===== src/sv/uac_pkg.sv =====
// ----------------------------------------------------------------------------
// uac_pkg
// Shared sizes, control types and character codes of the unsigned to ASCII
// converter.
// ----------------------------------------------------------------------------
package uac_pkg;

    localparam int VALUE_BITS = 64;
    localparam int MAX_DIGITS = 20;
    localparam int DIGIT_BITS = 4;
    localparam int STORE_BITS = MAX_DIGITS * DIGIT_BITS;
    localparam int HEX_ROOM   = MAX_DIGITS - 2;
    localparam int BIT_CNT_W  = $clog2(VALUE_BITS + 1);
    localparam int DIG_CNT_W  = $clog2(MAX_DIGITS + 1);
    localparam int CHAR_BITS  = 8;

    localparam logic [CHAR_BITS-1:0] ASCII_ZERO = 8'h30;
    localparam logic [CHAR_BITS-1:0] ASCII_X    = 8'h78;
    localparam logic [CHAR_BITS-1:0] ASCII_A    = 8'h61;

    localparam logic [DIGIT_BITS-1:0] DEC_CORR_MIN = 4'd5;
    localparam logic [DIGIT_BITS-1:0] DEC_CORR_ADD = 4'd3;
    localparam logic [DIGIT_BITS-1:0] DEC_RADIX    = 4'd10;

    typedef enum logic [2:0] {
        ST_IDLE,
        ST_CONV,
        ST_TRIM,
        ST_SKIP,
        ST_PFX0,
        ST_PFX1,
        ST_EMIT
    } state_t;

    typedef enum logic [1:0] {
        CK_DIGIT,
        CK_ZERO,
        CK_X
    } char_kind_t;

    typedef struct packed {
        logic load;
        logic conv;
        logic drop;
        logic hex;
    } sh_ctrl_t;

    typedef struct packed {
        logic [DIGIT_BITS-1:0] top_digit;
        logic                  over;
    } sh_stat_t;

    typedef struct packed {
        logic                  load;
        logic                  last;
        char_kind_t            kind;
        logic [DIGIT_BITS-1:0] digit;
    } emit_t;

    function automatic logic [CHAR_BITS-1:0] digit_char(input logic [DIGIT_BITS-1:0] d);
        logic [CHAR_BITS-1:0] wide;
        wide = {{(CHAR_BITS-DIGIT_BITS){1'b0}}, d};
        if (d < DEC_RADIX)
            return ASCII_ZERO + wide;
        else
            return ASCII_A + wide - {{(CHAR_BITS-DIGIT_BITS){1'b0}}, DEC_RADIX};
    endfunction

endpackage


===== src/sv/uac_digit_shifter.sv =====
// ----------------------------------------------------------------------------
// uac_digit_shifter
// Bit-serial binary to digit conversion: shift-add-3 for decimal, plain
// nibble shifting for hex; then shifts digits out most significant first.
// ----------------------------------------------------------------------------
module uac_digit_shifter (
    input  logic                          clk,
    input  logic                          rst_n,
    input  uac_pkg::sh_ctrl_t             ctrl,
    input  logic [uac_pkg::VALUE_BITS-1:0] number,
    output uac_pkg::sh_stat_t             stat
);

    logic [uac_pkg::VALUE_BITS-1:0] value_reg, value_next;
    logic [uac_pkg::STORE_BITS-1:0] store_reg, store_next;
    logic                           over_reg, over_next;
    logic [uac_pkg::STORE_BITS-1:0] corr;
    logic                           hex_high_nz;

    // add 3 to every decimal digit of five or more before the shift
    always_comb
    begin
        logic [uac_pkg::DIGIT_BITS-1:0] d;
        d = '0;
        for (int i = 0; i < uac_pkg::MAX_DIGITS; i++)
        begin
            d = store_reg[i*uac_pkg::DIGIT_BITS +: uac_pkg::DIGIT_BITS];
            if (!ctrl.hex && d >= uac_pkg::DEC_CORR_MIN)
                corr[i*uac_pkg::DIGIT_BITS +: uac_pkg::DIGIT_BITS] = d + uac_pkg::DEC_CORR_ADD;
            else
                corr[i*uac_pkg::DIGIT_BITS +: uac_pkg::DIGIT_BITS] = d;
        end
    end

    always_comb
    begin
        value_next = value_reg;
        store_next = store_reg;
        over_next  = over_reg;
        if (ctrl.load)
        begin
            value_next = number;
            store_next = '0;
            over_next  = 1'b0;
        end
        else if (ctrl.conv)
        begin
            store_next = {corr[uac_pkg::STORE_BITS-2:0], value_reg[uac_pkg::VALUE_BITS-1]};
            value_next = {value_reg[uac_pkg::VALUE_BITS-2:0], 1'b0};
            // any bit carried past the top digit means digits were dropped
            over_next  = over_reg | corr[uac_pkg::STORE_BITS-1];
        end
        else if (ctrl.drop)
        begin
            store_next = {store_reg[uac_pkg::STORE_BITS-uac_pkg::DIGIT_BITS-1:0],
                          {uac_pkg::DIGIT_BITS{1'b0}}};
        end
    end

    always_ff @(posedge clk or negedge rst_n)
    begin
        if (!rst_n)
        begin
            value_reg <= '0;
            over_reg  <= 1'b0;
        end
        else
        begin
            value_reg <= value_next;
            over_reg  <= over_next;
        end
    end

    always_ff @(posedge clk)
    begin
        store_reg <= store_next;
    end

    assign hex_high_nz = |store_reg[uac_pkg::STORE_BITS-1 : uac_pkg::HEX_ROOM*uac_pkg::DIGIT_BITS];

    assign stat.top_digit = store_reg[uac_pkg::STORE_BITS-1 -: uac_pkg::DIGIT_BITS];
    assign stat.over      = over_reg | (ctrl.hex & hex_high_nz);

endmodule


===== src/sv/uac_char_out.sv =====
// ----------------------------------------------------------------------------
// uac_char_out
// Output register of the character channel; maps digits and prefix
// characters to ASCII.
// ----------------------------------------------------------------------------
module uac_char_out (
    input  logic                         clk,
    input  logic                         rst_n,
    input  uac_pkg::emit_t               emit,
    output logic                         free,
    output logic                         out_valid,
    input  logic                         out_stall,
    output logic [uac_pkg::CHAR_BITS-1:0] text_char,
    output logic                         last_char
);

    logic                         valid_reg, valid_next;
    logic [uac_pkg::CHAR_BITS-1:0] text_reg;
    logic                         last_reg;
    logic [uac_pkg::CHAR_BITS-1:0] code;

    always_comb
    begin
        unique case (emit.kind)
            uac_pkg::CK_ZERO:  code = uac_pkg::ASCII_ZERO;
            uac_pkg::CK_X:     code = uac_pkg::ASCII_X;
            uac_pkg::CK_DIGIT: code = uac_pkg::digit_char(emit.digit);
            default:           code = uac_pkg::ASCII_ZERO;
        endcase
    end

    assign free = !valid_reg || !out_stall;

    always_comb
    begin
        priority if (emit.load)
            valid_next = 1'b1;
        else if (!out_stall)
            valid_next = 1'b0;
        else
            valid_next = valid_reg;
    end

    always_ff @(posedge clk or negedge rst_n)
    begin
        if (!rst_n)
            valid_reg <= 1'b0;
        else
            valid_reg <= valid_next;
    end

    always_ff @(posedge clk)
    begin
        if (emit.load)
        begin
            text_reg <= code;
            last_reg <= emit.last;
        end
    end

    assign out_valid = valid_reg;
    assign text_char = text_reg;
    assign last_char = last_reg;

endmodule


===== src/sv/unsigned_to_ascii_converter.sv =====
// ----------------------------------------------------------------------------
// unsigned_to_ascii_converter
// Turns an unsigned value into decimal text, or into hex text after "0x",
// one ASCII character per transfer, most significant first.
// ----------------------------------------------------------------------------
//  channel | handshake             | payload
//  --------+-----------------------+------------------------------
//  input   | in_valid / in_stall   | cmd (1), number (64)
//  output  | out_valid / out_stall | text_char (8), last_char (1)
//
//  One value passes through conversion (one bit per cycle through the digit
//  shift register), trimming to 18 digits in hex, skipping of leading zeros
//  down to the last digit, the "0x" prefix in hex, then its characters.
//  in_stall is high from the accepting edge until the last character is
//  in the output register; the next value can be taken while it waits
//  there. Output stalls hold the character sequencer.
//  Reset is asynchronous.
// ----------------------------------------------------------------------------
module unsigned_to_ascii_converter (
    input  logic                          clk,
    input  logic                          rst_n,
    input  logic                          in_valid,
    output logic                          in_stall,
    input  logic                          cmd,
    input  logic [uac_pkg::VALUE_BITS-1:0] number,
    output logic                          out_valid,
    input  logic                          out_stall,
    output logic [uac_pkg::CHAR_BITS-1:0]  text_char,
    output logic                          last_char
);

    uac_pkg::state_t   state_reg, state_next;
    logic              hex_reg, hex_next;
    logic [uac_pkg::BIT_CNT_W-1:0] bit_cnt_reg, bit_cnt_next;
    logic [uac_pkg::DIG_CNT_W-1:0] rem_reg, rem_next;
    logic              over_lat_reg, over_lat_next;
    logic [uac_pkg::DIG_CNT_W-1:0] room;
    logic              free;
    logic              in_accept;
    logic              top_zero;
    logic              rem_one;
    uac_pkg::sh_ctrl_t sh_ctrl;
    uac_pkg::sh_stat_t sh_stat;
    uac_pkg::emit_t    emit;

    assign in_stall  = (state_reg != uac_pkg::ST_IDLE);
    assign in_accept = in_valid && !in_stall;
    assign room      = hex_reg ? uac_pkg::DIG_CNT_W'(uac_pkg::HEX_ROOM)
                               : uac_pkg::DIG_CNT_W'(uac_pkg::MAX_DIGITS);
    assign top_zero  = (sh_stat.top_digit == '0);
    assign rem_one   = (rem_reg == uac_pkg::DIG_CNT_W'(1));

    // next state
    always_comb
    begin
        state_next = state_reg;
        unique case (state_reg)
            uac_pkg::ST_IDLE:
                if (in_accept)
                    state_next = uac_pkg::ST_CONV;
            uac_pkg::ST_CONV:
                if (bit_cnt_reg == uac_pkg::BIT_CNT_W'(1))
                    state_next = uac_pkg::ST_TRIM;
            uac_pkg::ST_TRIM:
                if (rem_reg <= room)
                    state_next = uac_pkg::ST_SKIP;
            uac_pkg::ST_SKIP:
                if (over_lat_reg || !top_zero || rem_one)
                    state_next = hex_reg ? uac_pkg::ST_PFX0 : uac_pkg::ST_EMIT;
            uac_pkg::ST_PFX0:
                if (free)
                    state_next = uac_pkg::ST_PFX1;
            uac_pkg::ST_PFX1:
                if (free)
                    state_next = uac_pkg::ST_EMIT;
            uac_pkg::ST_EMIT:
                if (free && rem_one)
                    state_next = uac_pkg::ST_IDLE;
            default:
                state_next = uac_pkg::ST_IDLE;
        endcase
    end

    // outputs and counters
    always_comb
    begin
        hex_next      = hex_reg;
        bit_cnt_next  = bit_cnt_reg;
        rem_next      = rem_reg;
        over_lat_next = over_lat_reg;
        sh_ctrl.load  = 1'b0;
        sh_ctrl.conv  = 1'b0;
        sh_ctrl.drop  = 1'b0;
        sh_ctrl.hex   = hex_reg;
        emit.load     = 1'b0;
        emit.last     = 1'b0;
        emit.kind     = uac_pkg::CK_DIGIT;
        emit.digit    = sh_stat.top_digit;
        unique case (state_reg)
            uac_pkg::ST_IDLE:
                if (in_accept)
                begin
                    hex_next     = cmd;
                    bit_cnt_next = uac_pkg::BIT_CNT_W'(uac_pkg::VALUE_BITS);
                    rem_next     = uac_pkg::DIG_CNT_W'(uac_pkg::MAX_DIGITS);
                    sh_ctrl.load = 1'b1;
                end
            uac_pkg::ST_CONV:
            begin
                sh_ctrl.conv = 1'b1;
                bit_cnt_next = bit_cnt_reg - uac_pkg::BIT_CNT_W'(1);
            end
            uac_pkg::ST_TRIM:
            begin
                // sample overflow while the full digit register is intact
                if (rem_reg == uac_pkg::DIG_CNT_W'(uac_pkg::MAX_DIGITS))
                    over_lat_next = sh_stat.over;
                if (rem_reg > room)
                begin
                    sh_ctrl.drop = 1'b1;
                    rem_next     = rem_reg - uac_pkg::DIG_CNT_W'(1);
                end
            end
            uac_pkg::ST_SKIP:
                if (!over_lat_reg && top_zero && !rem_one)
                begin
                    sh_ctrl.drop = 1'b1;
                    rem_next     = rem_reg - uac_pkg::DIG_CNT_W'(1);
                end
            uac_pkg::ST_PFX0:
            begin
                emit.load = free;
                emit.kind = uac_pkg::CK_ZERO;
            end
            uac_pkg::ST_PFX1:
            begin
                emit.load = free;
                emit.kind = uac_pkg::CK_X;
            end
            uac_pkg::ST_EMIT:
                if (free)
                begin
                    emit.load    = 1'b1;
                    emit.last    = rem_one;
                    sh_ctrl.drop = 1'b1;
                    rem_next     = rem_reg - uac_pkg::DIG_CNT_W'(1);
                end
            default:
            begin
                hex_next = hex_reg;
            end
        endcase
    end

    always_ff @(posedge clk or negedge rst_n)
    begin
        if (!rst_n)
        begin
            state_reg    <= uac_pkg::ST_IDLE;
            hex_reg      <= 1'b0;
            bit_cnt_reg  <= '0;
            rem_reg      <= '0;
            over_lat_reg <= 1'b0;
        end
        else
        begin
            state_reg    <= state_next;
            hex_reg      <= hex_next;
            bit_cnt_reg  <= bit_cnt_next;
            rem_reg      <= rem_next;
            over_lat_reg <= over_lat_next;
        end
    end

    uac_digit_shifter u_shifter (
        .clk    (clk),
        .rst_n  (rst_n),
        .ctrl   (sh_ctrl),
        .number (number),
        .stat   (sh_stat)
    );

    uac_char_out u_char_out (
        .clk       (clk),
        .rst_n     (rst_n),
        .emit      (emit),
        .free      (free),
        .out_valid (out_valid),
        .out_stall (out_stall),
        .text_char (text_char),
        .last_char (last_char)
    );

    a_conv_count: assert property (@(posedge clk) disable iff (!rst_n)
        state_reg == uac_pkg::ST_CONV |-> bit_cnt_reg != '0)
        else $error("conversion running with empty bit count");

    a_rem_live: assert property (@(posedge clk) disable iff (!rst_n)
        (state_reg == uac_pkg::ST_SKIP || state_reg == uac_pkg::ST_EMIT) |-> rem_reg != '0)
        else $error("digit sequencer has no digits left");

    a_last_ends: assert property (@(posedge clk) disable iff (!rst_n)
        emit.load && emit.last |=> state_reg == uac_pkg::ST_IDLE)
        else $error("last character loaded but sequencer still busy");

    a_load_free: assert property (@(posedge clk) disable iff (!rst_n)
        emit.load |-> (!out_valid || !out_stall))
        else $error("character loaded over a stalled transfer");

    a_accept_starts: assert property (@(posedge clk) disable iff (!rst_n)
        in_accept |=> state_reg == uac_pkg::ST_CONV && bit_cnt_reg ==
            uac_pkg::BIT_CNT_W'(uac_pkg::VALUE_BITS))
        else $error("accepted value did not start conversion");

endmodule

===== config.mk =====
export PLATFORM = sky130hd
export DESIGN_NAME = unsigned_to_ascii_converter
export DESIGN_NICKNAME = d
export VERILOG_FILES = /design/src/sv/uac_pkg.sv /design/src/sv/uac_digit_shifter.sv /design/src/sv/uac_char_out.sv /design/src/sv/unsigned_to_ascii_converter.sv
export SDC_FILE = /design/constraint.sdc
export NUM_CORES = 1
export LEC_CHECK = 0
export ABC_AREA = 1
export BUFFER_PORTS_ARGS = -buffer_cell sky130_fd_sc_hd__buf_2
export CAP_MARGIN = 25
export CORE_MARGIN = 2
export CORE_UTILIZATION = 40
export CTS_BUF_LIST = sky130_fd_sc_hd__clkbuf_4 sky130_fd_sc_hd__clkbuf_8
export DETAILED_ROUTE_END_ITERATION = 6
export MAX_ROUTING_LAYER = met4
export PLACE_DENSITY = 0.67
export SYNTH_ARGS = -nofsm -noshare
export SYNTH_HDL_FRONTEND = slang
export SYNTH_SLANG_ARGS = --single-unit
export TNS_END_PERCENT = 30

===== constraint.sdc =====
create_clock -name clk -period 2.3 [get_ports clk]
set_input_delay 0.345 -clock clk [delete_from_list [all_inputs] [get_ports clk]]
set_output_delay 0.345 -clock clk [all_outputs]
set_load 0.005 [all_outputs]

# == Word-level counts from Yosys, hierarchy flattened ==
# Cells that the tools add are included.
# totals
regBits,172
input_bits,69
out_inout_bits,11
elab_cells,190
# classes
n_addsub,25
order_cmp,23
n_eq_ne,21
mux,57
bitwise,3
n_reduce_logical,50
# ops
cell,count
$mux W80,2
$mux W64,2
$add A4 B2 Y4 const B,20
$ge A4 B3 Y1 const B,20
$mux W4,20
$logic_and A1 B1 Y1,24
$mux W3,8
$pmux W3 S7,1
$mux W5,4
$ne A2 B2 Y1 const B,10
$pmux W5 S4,1
$pmux W8 S2,1
$pmux W7 S2,1
$mux W1,10
$eq A3 B3 Y1 const B,3
$add A7 B4 Y8 const A,1
$mux W8,1
$reduce_and A2 Y1,4
$reduce_or A8 Y1,1
$sub A8 B4 Y8 const B,1
$add A6 B4 Y7 const A,1
$eq A7 B1 Y1 const B,1
$logic_not A1 Y1,7
$mux W7,1
27 further kinds,34

# == Longest topological paths before layout ==
# Gate-level depths: netlist of run 1.
# depth
word_depth,7
depth_mapped,13
mapped_depth_nobuf,13

# == Hierarchy ==
# A second synthesis of run 1 with hierarchy kept.
# unflattened
hier_cells,1395
hier_area_um2,10169.8
# by_module_without_submodules
module,instances,cells_per_inst,area_each_um2,seq_area_each_um2
uac_digit_shifter,1,1177,8449.4,3228.1
unsigned_to_ascii_converter,1,174,1291.2,425.4
uac_char_out,1,44,429.2,265.3

# == Worst setup path after synthesis of run 1 ==
# No wires, ideal clock.
# synth_timing
kind,reg2reg
start,register hex_reg
end,register u_shifter.store_reg[10] in the netlist's numbering
setup_time_ps,70
t_arrival_ps,1581
t_required_ps,2230
path_slack_ps,649
stages_incl_launch_ff,11
path_buffers,1
synth_period_minus_slack_ps,1651
path_cell_list,dfrtp_1 > ha_1 > inv_1 > nor2_1 > nand2_1 > nand3_1 > nor2_1 > nor2_4 > buf_6 > nand3_1 > a21oi_1
# synth_via
elab_chain_cells,5
word_cells_on_any_way,9
cone_classes,order compare: 1; mux: 5; reduce/logical: 3
# synth_lines
item,line,source
start: declaration,unsigned_to_ascii_converter.sv:33,"logic hex_reg, hex_next;"
start signal: assignment,unsigned_to_ascii_converter.sv:168,hex_reg <= hex_next;
$mux W3,unsigned_to_ascii_converter.sv:48,assign room = hex_reg ? uac_pkg::DIG_CNT_W'(uac_pkg::HEX_ROOM)
$gt A5 B5 Y1,unsigned_to_ascii_converter.sv:118,if (rem_reg > room)
$mux W1,unsigned_to_ascii_converter.sv:118,
$pmux W1 S3,unsigned_to_ascii_converter.sv:99,unique case (state_reg)
$reduce_bool A2 Y1 (no source line),n/a,
end signal: assignment,uac_digit_shifter.sv:76,store_reg <= store_next;
end: declaration,uac_digit_shifter.sv:15,"logic [uac_pkg::STORE_BITS-1:0] store_reg, store_next;"
# Parallel ways exist; a longest one is shown, timed or not.
# A chain may end at the register's enable or synchronous reset.

# == Worst setup path after layout of run 1 ==
# layout_timing
start,register hex_reg
end,register u_shifter.store_reg[57] in the netlist's numbering
# Same word-level chain as after synthesis.

==> reports/results.txt, run 1 <==
status: completed
die area: 28,800 µm²
post-route clock skew: 0.0169 ns
Place WS: 0.150 ns
largest area contributor in the synthesized netlist: dfrtp_1
Mean Syn Cell Area: 6.83 µm²
share of layout cells above drive strength 1: 9.27%
drt first pass iters: 7
synth cell count leaders: nand2_1 (552), inv_1 (228), nand3_1 (189), dfrtp_1 (83), dfxtp_1 (80)
gpl congestion: 0.826
Via density: 5.11
routed length per placed instance: 12.5 µm
Max transition margin: 61.1%
Max clock buf depth: 2
core area: 27,000 µm²
final wirelength: 24.7 mm
number of global-route vias before repair: 9,392
Syn Std Cell Area: 11,000 µm²
crit end category: flip-flop
worst path required time: 2.71 ns
clock share of power: 16.3%
Clock Tree Root: clkbuf_8
CP bufs+invs: 2
max-slew violation count: 0
combinational power share: 49.4%
Top Family by Delay on Critical Path: simple AND/OR/NAND/NOR gates
Switching Share: 47.9%
DRT iter0 DRCs: 747
setup bufs post-CTS: 0
Hold Crit Class: in -> reg
worst skew pair latency: 0.48 ns
#FFs+latches synth: 171
fin util: 44.5%
Final nets: 1,744
# clock sinks: 171
post-route minimum period: 2.07 ns
Pwr Total: 0.0137 W
Mapped Nets: 1,727
Sequential Power Share: 34.3%
DRC violations left: 0
Synth area leaders: dfrtp_1 (19%), nand2_1 (19%), dfxtp_1 (15%)
fin worst setup slack: 0.230 ns
Worst Setup SP: hex_reg$_DFFE_PN0P_
gr ovfl total: 0
port bufs: 78
Starting Density: 40.8%
cell with the most instances after synthesis: nand2_1
Largest stage delay, worst path: 0.48 ns
final worst path period share: 90.0%
pin count of the biggest net entering global routing: 127
Tightest Pin Transition: 0.583 ns
post-route ant nets: 0
clock-pin slew on the worst setup and hold paths: 0.12 ns
f_max: 0.483 GHz
row count: 60
top_reg_cell synth: dfrtp_1
EDFF count, synth: 8
Max Cap Violations: 0
Net Switching: 0.00656 W
Die Width: 170 µm
final setup TNS: 0 ns
FILL cells: 2,732
Cell variety after synth: 37
Leak: 6.02 nW
first-pass GRT wire length: 43.4 mm
worst reg2reg startpoint: hex_reg$_DFFE_PN0P_
Critical Path Slowest Stage Cell: dfrtp_1
routed vias: 10,100
Yosys top cell area share: 18.9%
Max VDD drop: 0.889 mV
Pint: 0.00712 W
initial antenna violation count: 1
worst-path fanout max: 28
Boundary Pins: 80
Tot GR Track Use: 18.3%
synthesized netlist cell count: 1,609
Hold Crit Start: number[9]
WP data arrival: 2.48 ns
CTS buffer count: 17
Setup CP Type: reg -> reg
DP HPWL: 16.2 mm
H-tree depth: 4
startpoint types: flip-flop
CP Cell Sequence: ha_1, inv_1, nor2_1, nand2_1, nand3_1, nor2_1, nor2_4, buf_4, nand3_1, a21oi_1
post-synthesis sequential area ratio: 35.7%
final hold violation count: 0
Async S/R FF share, synth: 48.5%
Pwr per Cell Area: 1140 nW/µm²
area growth from synthesis to layout: 9.22%
# setup viols final: 0
CTS tree: done
Die Span Y: 170 µm
max reg flops: 80
YS warnings: 0
RSZ-0062 raised after global routing: false
-- tightest hold or removal path: stages --
cell and delay [ns]:
buf_2 0.07, nand2_1 0.04, o221ai_1 0.05
-- metal layers --
layer	global-route usage, %	up-vias	wire length [µm]
met4	4.31	0	215
met1	24.3	4660	12300
li1	-	5222	-
met2	29.4	218	11100
met3	2.85	14	1120
met5	-	-	0
-- per-stage QoR --
step | hold WS [ns] | std cells | area, µm²
3_5_place_dp | 0.280 | 1947 | 11500
2_1_floorplan | 0.0494 | 1609 | 11000
5_1_grt | 0.0322 | 1981 | 12000
4_1_cts | 0.0206 | 1980 | 12000
3_3_place_gp | 0.284 | 1947 | 11500
6_report | 0.0610 | 1981 | 12000
-- cells in the final DEF (no fill, tap or decap), types with 38 or more instances in the layout --
cell type,netlist,routed
nand2_1,552,551
inv_1,228,226
nand3_1,189,189
dfrtp_1,83,83
dfxtp_1,80,80
buf_2,41,77
a21oi_1,72,72
o221ai_1,61,61
o21ai_0,49,49
ha_1,49,49
nand4_1,38,38
-- power by group through the flow --
stage / sequential, W / clock (W) / combinational (W)
3_3_place_gp: 0.00473 / 0 / 0.00662
6_report: 0.00470 / 0.00223 / 0.00676
3_5_place_dp: 0.00476 / 0 / 0.00675
4_1_cts: 0.00469 / 0.00230 / 0.00678
2_1_floorplan: 0.00452 / 0 / 0.00542
5_1_grt: 0.00482 / 0.00242 / 0.00771
-- layout make-up --
cell class	count	area (µm²)	share of cell area, %
tap	341	427	3.56
clock buffer	17	234	1.95
multi-input combinational	1104	5680	47.3
timing repair buffer	99	666	5.55
antenna	1	2.50	0.0209
clock inverter	15	200	1.67
inverter	233	875	7.29
sequential	171	3920	32.7
-- path summary, 6_finish.rpt --
path	endpoint	slack [ns]	depth (start not counted)
hold / removal	u_shifter.value_reg[9]$_DFFE_PN0P_	0.06	3
min in group asynchronous	u_shifter.value_reg[49]$_DFFE_PN0P_	0.30	2
setup reg to reg	u_shifter.store_reg[57]$_SDFFE_PP0P_	0.23	10
setup / recovery	u_shifter.store_reg[57]$_SDFFE_PP0P_	0.23	10
hold reg to reg	bit_cnt_reg[5]$_DFFE_PN0P_	0.48	1
max in group asynchronous	u_shifter.value_reg[29]$_DFFE_PN0P_	1.38	3
-- logic make-up (layout without fill, tap and decap cells) --
kind of cell	Yosys count	count (layout)	share of synthesized area, %
and+or+nand+nor	825	825	32.1
buffers and inverters	334	364	12.9
AOI/OAI and AO/OA	209	209	12.2
DFF	171	171	35.7
adders and majority gates	49	49	5.58
xor gates and xnor gates	19	19	1.51
other	2	3	0.0684
-- repair_timing --
action | 4_1_cts | 5_1_grt
hold buffers | 1 | 0
resized for setup | 0 | 1
endpoints found under the setup margin | 0 | 18
hold endpoints to repair | 26 | 0
(Power assumes the default switching activity.)
==> run 2, diff against run 1 <==
Settings changed: CORE_MARGIN 2 to 5.
==> run 2 against run 1 <==
Net effect:
- hold slack gained 0.0070 ns
- power shrank 0.19%
- final cell count grew 0.25%
- sequential share of layout area shrank 0.081 points
- critical path type unchanged
- via count grew 0.45%
- combinational power is essentially flat
- largest power group unchanged
- core utilization is essentially flat
==> reports/results.txt, run 2 (synthesis gave the netlist of run 1 again) <==
initial antenna violation count: 1 (unchanged)
FF+latch area: 3920 µm² (unchanged)
row count: 60 (unchanged)
port bufs: 78 (unchanged)
crit end category: flip-flop
max-slew violation count: 0 (unchanged)
CTS buffer count: 17 (unchanged)
worst-path fanout max: 19 (-32%)
Die Span Y: 176 µm (+3.5%)
FILL cells: 2,752 (+0.73%)
routed length per placed instance: 12.6 µm (+1.2%)
combinational power share: 49.7% (+0.3 points)
pin count of the biggest net entering global routing: 92 (-28%)
fin worst setup slack: 0.237 ns (+0.00606 ns)
max reg flops: 80 (unchanged)
Place WS: 0.110 ns (-0.0403 ns)
Final nets: 1,749 (+0.29%)
drt first pass iters: 5 (-2)
# setup viols final: 0 (unchanged)
Max Cap Violations: 0 (unchanged)
Starting Density: 40.7% (-0.11 points)
worst skew pair latency: 0.47 ns (about the same)
Switching Share: 47.8% (-0.18 points)
Max transition margin: 65.6% (+4.5 points)
first-pass GRT wire length: 43.3 mm (-0.18%)
Die Width: 176 µm (+3.5%)
Pint: 0.00713 W (+0.16%)
Net Switching: 0.00652 W (-0.57%)
Max VDD drop: 0.589 mV (-34%)
Via density: 5.12 (+0.20%)
Critical Path Slowest Stage Cell: dfrtp_1
Inst Count DP: 1,952 (+0.26%)
post-route minimum period: 2.06 ns (-0.00606 ns)
multi-input logic area: 5690 µm² (+0.15%)
Pwr Total: 0.0137 W (-0.19%)
routed vias: 10,200 (+0.45%)
Largest stage delay, worst path: 0.39 ns (-0.09 ns)
startpoint types: flip-flop
clock share of power: 16.0% (-0.3 points)
Boundary Pins: 80 (unchanged)
die area: 30,900 µm² (+7.2%)
RSZ-0062 raised after global routing: false
final setup TNS: 0 ns (unchanged)
core area: 27,000 µm² (+0.28%)
worst path required time: 2.67 ns (-0.04 ns)
gr ovfl total: 0 (unchanged)
Sequential Power Share: 34.3% (about the same)
Clock Tree Root: clkbuf_8
setup bufs post-CTS: 0 (unchanged)
H-tree depth: 4 (unchanged)
status: completed
area growth from synthesis to layout: 9.50%
f_max: 0.485 GHz (+0.29%)
Tightest Pin Transition: 0.516 ns (-0.0669 ns)
final worst path period share: 89.7% (-0.26 points)
Setup CP Type: reg -> reg
DRC violations left: 0 (unchanged)
clock-pin slew on the worst setup and hold paths: 0.12 ns (about the same)
Register-to-Register Setup Slack: 0.24 ns (about the same)
share of layout cells above drive strength 1: 9.55% (+0.28 points)
gpl congestion: 0.839 (+1.5%)
final wirelength: 25.1 mm (+1.5%)
Final Non-Filler Cells: 1,986 (+0.25%)
# clock sinks: 171 (unchanged)
CTS tree: done
commonest non-fill, non-tap cell in the layout: nand2_1
Tot GR Track Use: 16.7% (-1.6 points)
Max clock buf depth: 2 (unchanged)
Hold Crit Class: in -> reg
most frequent cells in the layout: nand2_1 (551), inv_1 (226), nand3_1 (189), dfrtp_1 (83), dfxtp_1 (80)
final hold violation count: 0 (unchanged)
DRT iter0 DRCs: 599 (-20%)
Pwr per Cell Area: 1140 nW/µm² (-0.44%)
CP Cell Sequence: inv_1, ha_1, nand3_1, nand3_4, buf_4, nand3_4, nand2_1, nand3_1, nand2_1, inv_1
Leak: 6.04 nW (+0.41%)
DP HPWL: 16.6 mm (+2.3%)
post-route ant nets: 0 (unchanged)
number of global-route vias before repair: 9,384 (-0.085%)
WP data arrival: 2.43 ns (-0.05 ns)
post-route clock skew: 0.0165 ns (-0.000416 ns)
run 2: changes by cell type in the layout (fill, tap and decap cells not counted), sizes merged:
| cell | previous run | this run |
|---|---|---|
| clkinv | 10 | 9 |
| buf | 98 | 103 |
| inv | 238 | 239 |
run 2: path summary, 6_finish.rpt:
path | depth (start not counted) | end | startpoint
worst min register to register | 1 | bit_cnt_reg[5]$_DFFE_PN0P_ | bit_cnt_reg[5]$_DFFE_PN0P_
worst max register to register | 10 | u_shifter.store_reg[7]$_SDFFE_PP0P_ | rem_reg[1]$_DFFE_PN0P_
worst min-delay path | 3 | u_shifter.value_reg[9]$_DFFE_PN0P_ | number[9]
max in group asynchronous | 3 | u_shifter.value_reg[23]$_DFFE_PN0P_ | rst_n
min in group asynchronous | 2 | u_shifter.value_reg[49]$_DFFE_PN0P_ | rst_n
worst max-delay path | 10 | u_shifter.store_reg[7]$_SDFFE_PP0P_ | rem_reg[1]$_DFFE_PN0P_
run 2: repair_timing:
action,in CTS,in global routing
resized for setup,0,3
hold buffers,1,0
endpoints found under the hold margin,38,0
setup endpoints to repair,0,15
run 2: layout make-up:
class,count,area share (%)
timing repair buffer,104,5.88
tap,341,3.55
clock inverter,15,1.50
inverter,233,7.27
clock buffer,17,1.94
sequential,171,32.6
antenna,1,0.0208
multi-input combinational,1104,47.3
run 2: worst max-delay path, delay by kind of cell (launching register included):
| kind | cells | cell delay (ns) |
|---|---|---|
| and+or+nand+nor | 6 | 0.93 |
| buffers and inverters | 3 | 0.47 |
| DFF | 1 | 0.39 |
| adders and majority gates | 1 | 0.17 |
run 2: metrics by stage:
step | hold slack, ns | cell area [µm²] | util (%)
CTS | 0.0426 | 12000 | 44.4
global route | 0.0540 | 12000 | 44.5
global placement | 0.355 | 11600 | 42.9
floorplan | 0.0494 | 11000 | -
finish | 0.0679 | 12000 | 44.5
detailed placement | 0.355 | 11600 | 42.9
run 2: layer usage:
layer / part of all wire (%) / vias up / wire (µm) / global-route usage [%]
li1: - / 5255 / - / -
met1: 49 / 4708 / 12200 / 21.9
met2: 47 / 179 / 11800 / 27.5
met3: 3.4 / 18 / 856 / 2.54
met4: 0.99 / 0 / 248 / 3.80
met5: 0 / - / 0 / -
run 2: power groups by stage:
| stage | combinational, W | clock [W] | sequential, W |
|---|---|---|---|
| after floorplan | 0.00542 | 0 | 0.00452 |
| after global placement | 0.00665 | 0 | 0.00473 |
| after detailed placement | 0.00678 | 0 | 0.00475 |
| after CTS | 0.00680 | 0.00224 | 0.00468 |
| after global routing | 0.00774 | 0.00235 | 0.00481 |
| final | 0.00679 | 0.00218 | 0.00469 |
==> run 3, diff against run 2 <==
Settings changed: CORE_MARGIN 5 to unset.
==> run 3 against run 2 <==
Net effect:
- maximum frequency rose by 0.45%
- register-to-register slack about the same
- worst setup slack improved by 0.0093 ns
- clock skew hardly changed
- first-iteration DRC count up 5.5%
- sequential power barely moved
- hold slack got worse by 0.014 ns
- largest power group unchanged
==> reports/results.txt, run 3 (synthesis gave the netlist of run 1 again) <==
startpoint types: flip-flop
clock-pin slew on the worst setup and hold paths: 0.12 ns (about the same)
# clock sinks: 171 (unchanged)
routed length per placed instance: 12.3 µm (-2.9%)
most frequent cells in the layout: nand2_1 (551), inv_1 (226), nand3_1 (189), dfrtp_1 (83), dfxtp_1 (80)
worst reg2reg startpoint: hex_reg$_DFFE_PN0P_
CP bufs+invs: 2 (-1)
crit end category: flip-flop
CTS buffer count: 17 (unchanged)
WHS Endpoint: u_shifter.value_reg[13]$_DFFE_PN0P_
max-slew violation count: 0 (unchanged)
DRC violations left: 0 (unchanged)
Starting Density: 40.8% (+0.11 points)
Boundary Pins: 80 (unchanged)
Hold Crit Start: number[13]
core area: 27,000 µm² (-0.28%)
row count: 60 (unchanged)
# setup viols final: 0 (unchanged)
final wirelength: 24.3 mm (-3.0%)
Max transition margin: 56.2% (-9.4 points)
CTS tree: done
hold path cells: 3 (unchanged)
Die Width: 168 µm (-4.6%)
worst-path fanout max: 19 (unchanged)
max reg flops: 80 (unchanged)
DP HPWL: 16.1 mm (-2.7%)
Register-to-Register Setup Slack: 0.25 ns (about the same)
Via density: 5.13 (+0.25%)
Tightest Pin Transition: 0.657 ns (+0.141 ns)
Leak: 6.03 nW (-0.24%)
commonest non-fill, non-tap cell in the layout: nand2_1
Max VDD drop: 0.664 mV (+13%)
setup bufs post-CTS: 0 (unchanged)
Max clock buf depth: 2 (unchanged)
gpl congestion: 0.820 (-2.2%)
Pwr per Cell Area: 1140 nW/µm² (+0.30%)
post-route clock skew: 0.0167 ns (+0.000195 ns)
Hold Crit Class: in -> reg
area growth from synthesis to layout: 9.41% (about the same)
RSZ-0062 raised after global routing: false
post-route minimum period: 2.05 ns (-0.00930 ns)
R2R depth: 9 (-1)
Critical Path Slowest Stage Cell: dfrtp_1
Clock Tree Root: clkbuf_8
Setup CP Type: reg -> reg
CP Cell Sequence: ha_1, inv_1, nor2_1, nand2_1, nand4_2, nand4_2, buf_4, nand2_1, a21oi_1
DRT iter0 DRCs: 632 (+5.5%)
share of layout cells above drive strength 1: 9.38% (-0.17 points)
Top Family by Delay on Critical Path: simple AND/OR/NAND/NOR gates
final hold violation count: 0 (unchanged)
Die Span Y: 168 µm (-4.6%)
die area: 28,100 µm² (-8.9%)
routed vias: 10,200 (+0.098%)
worst hold slack: 0.0537 ns (-0.0142 ns)
Worst Setup SP: hex_reg$_DFFE_PN0P_
r2r endpoint: u_shifter.store_reg[68]$_SDFFE_PP0P_
post-route ant nets: 0 (unchanged)
worst path required time: 2.71 ns (+0.04 ns)
first-pass GRT wire length: 43.1 mm (-0.49%)
final setup TNS: 0 ns (unchanged)
number of global-route vias before repair: 9,533 (+1.6%)
port bufs: 78 (unchanged)
status: completed
initial antenna violation count: 1 (unchanged)
Final nets: 1,746 (-0.17%)
gr ovfl total: 0 (unchanged)
final worst path period share: 89.3% (-0.40 points)
f_max: 0.487 GHz (+0.45%)
pin count of the biggest net entering global routing: 127 (+38%)
WP data arrival: 2.46 ns (+0.03 ns)
Largest stage delay, worst path: 0.47 ns (+0.08 ns)
worst skew pair latency: 0.49 ns (+0.02 ns)
drt first pass iters: 5 (unchanged)
Max Cap Violations: 0 (unchanged)
H-tree depth: 4 (unchanged)
Tot GR Track Use: 18.6% (+1.8 points)
[run 3: report_power, final]
group	internal [W]	leakage, nW	switching (W)	total, W
Combinational	0.00226	4.07	0.00450	0.00676
Sequential	0.00404	1.75	0.000637	0.00468
Clock	0.000849	0.208	0.00140	0.00225
[run 3: worst register-to-register path: stages (launching register included)]
cell and delay, ns:
dfrtp_1 0.47, ha_1 0.34, inv_1 0.06, nor2_1 0.03, nand2_1 0.10, nand4_2 0.17
nand4_2 0.26, buf_4 0.31, nand2_1 0.10, a21oi_1 0.14
[run 3: routing by layer]
| layer | share of wire (%) | vias to the layer above | global-route usage (%) |
|---|---|---|---|
| met4 | 1.2 | 0 | 5.82 |
| met3 | 4.0 | 26 | 2.51 |
| met2 | 47 | 215 | 30.7 |
| met1 | 48 | 4702 | 23.5 |
| met5 | 0 | - | - |
| li1 | - | 5227 | - |
[run 3: layout make-up]
type | instances | area, µm²
Timing Repair Buffer | 101 | 693
Clock buffer | 17 | 234
Sequential cell | 171 | 3920
Clock inverter | 15 | 193
Inverter | 233 | 875
Antenna cell | 1 | 2.50
Multi-Input combinational cell | 1104 | 5680
Tap cell | 341 | 427
Fill cell | 2738 | 14900
[run 3: how the worst max path moves through the flow]
stage / endpoint / slack, ns / cells after the start
floorplan: u_shifter.store_reg[10]$_SDFFE_PP0P_ / 0.65 / 10
global placement: u_shifter.store_reg[23]$_SDFFE_PP0P_ / 0.19 / 11
detailed placement: u_shifter.store_reg[43]$_SDFFE_PP0P_ / 0.17 / 11
CTS: u_shifter.store_reg[43]$_SDFFE_PP0P_ / 0.15 / 10
global route: u_shifter.store_reg[48]$_SDFFE_PP0P_ / 0.07 / 10
finish: u_shifter.store_reg[68]$_SDFFE_PP0P_ / 0.25 / 9
[run 3: per-stage QoR]
step           area (µm²)  power, W  std cells  utilization [%]  setup slack (ns)
2_1_floorplan       11000   0.00994       1609                -             0.649
3_3_place_gp        11600    0.0114       1949             42.9             0.189
3_5_place_dp        11600    0.0115       1949             42.9             0.171
4_1_cts             12000    0.0138       1982             44.6             0.146
5_1_grt             12000    0.0149       1983             44.6            0.0750
6_report            12000    0.0137       1983             44.6             0.246
[run 3: what timing repair did]
action	CTS	global route
setup endpoints to repair	0	15
hold endpoints to repair	35	0
hold buffers	1	0
gates resized for setup	0	1
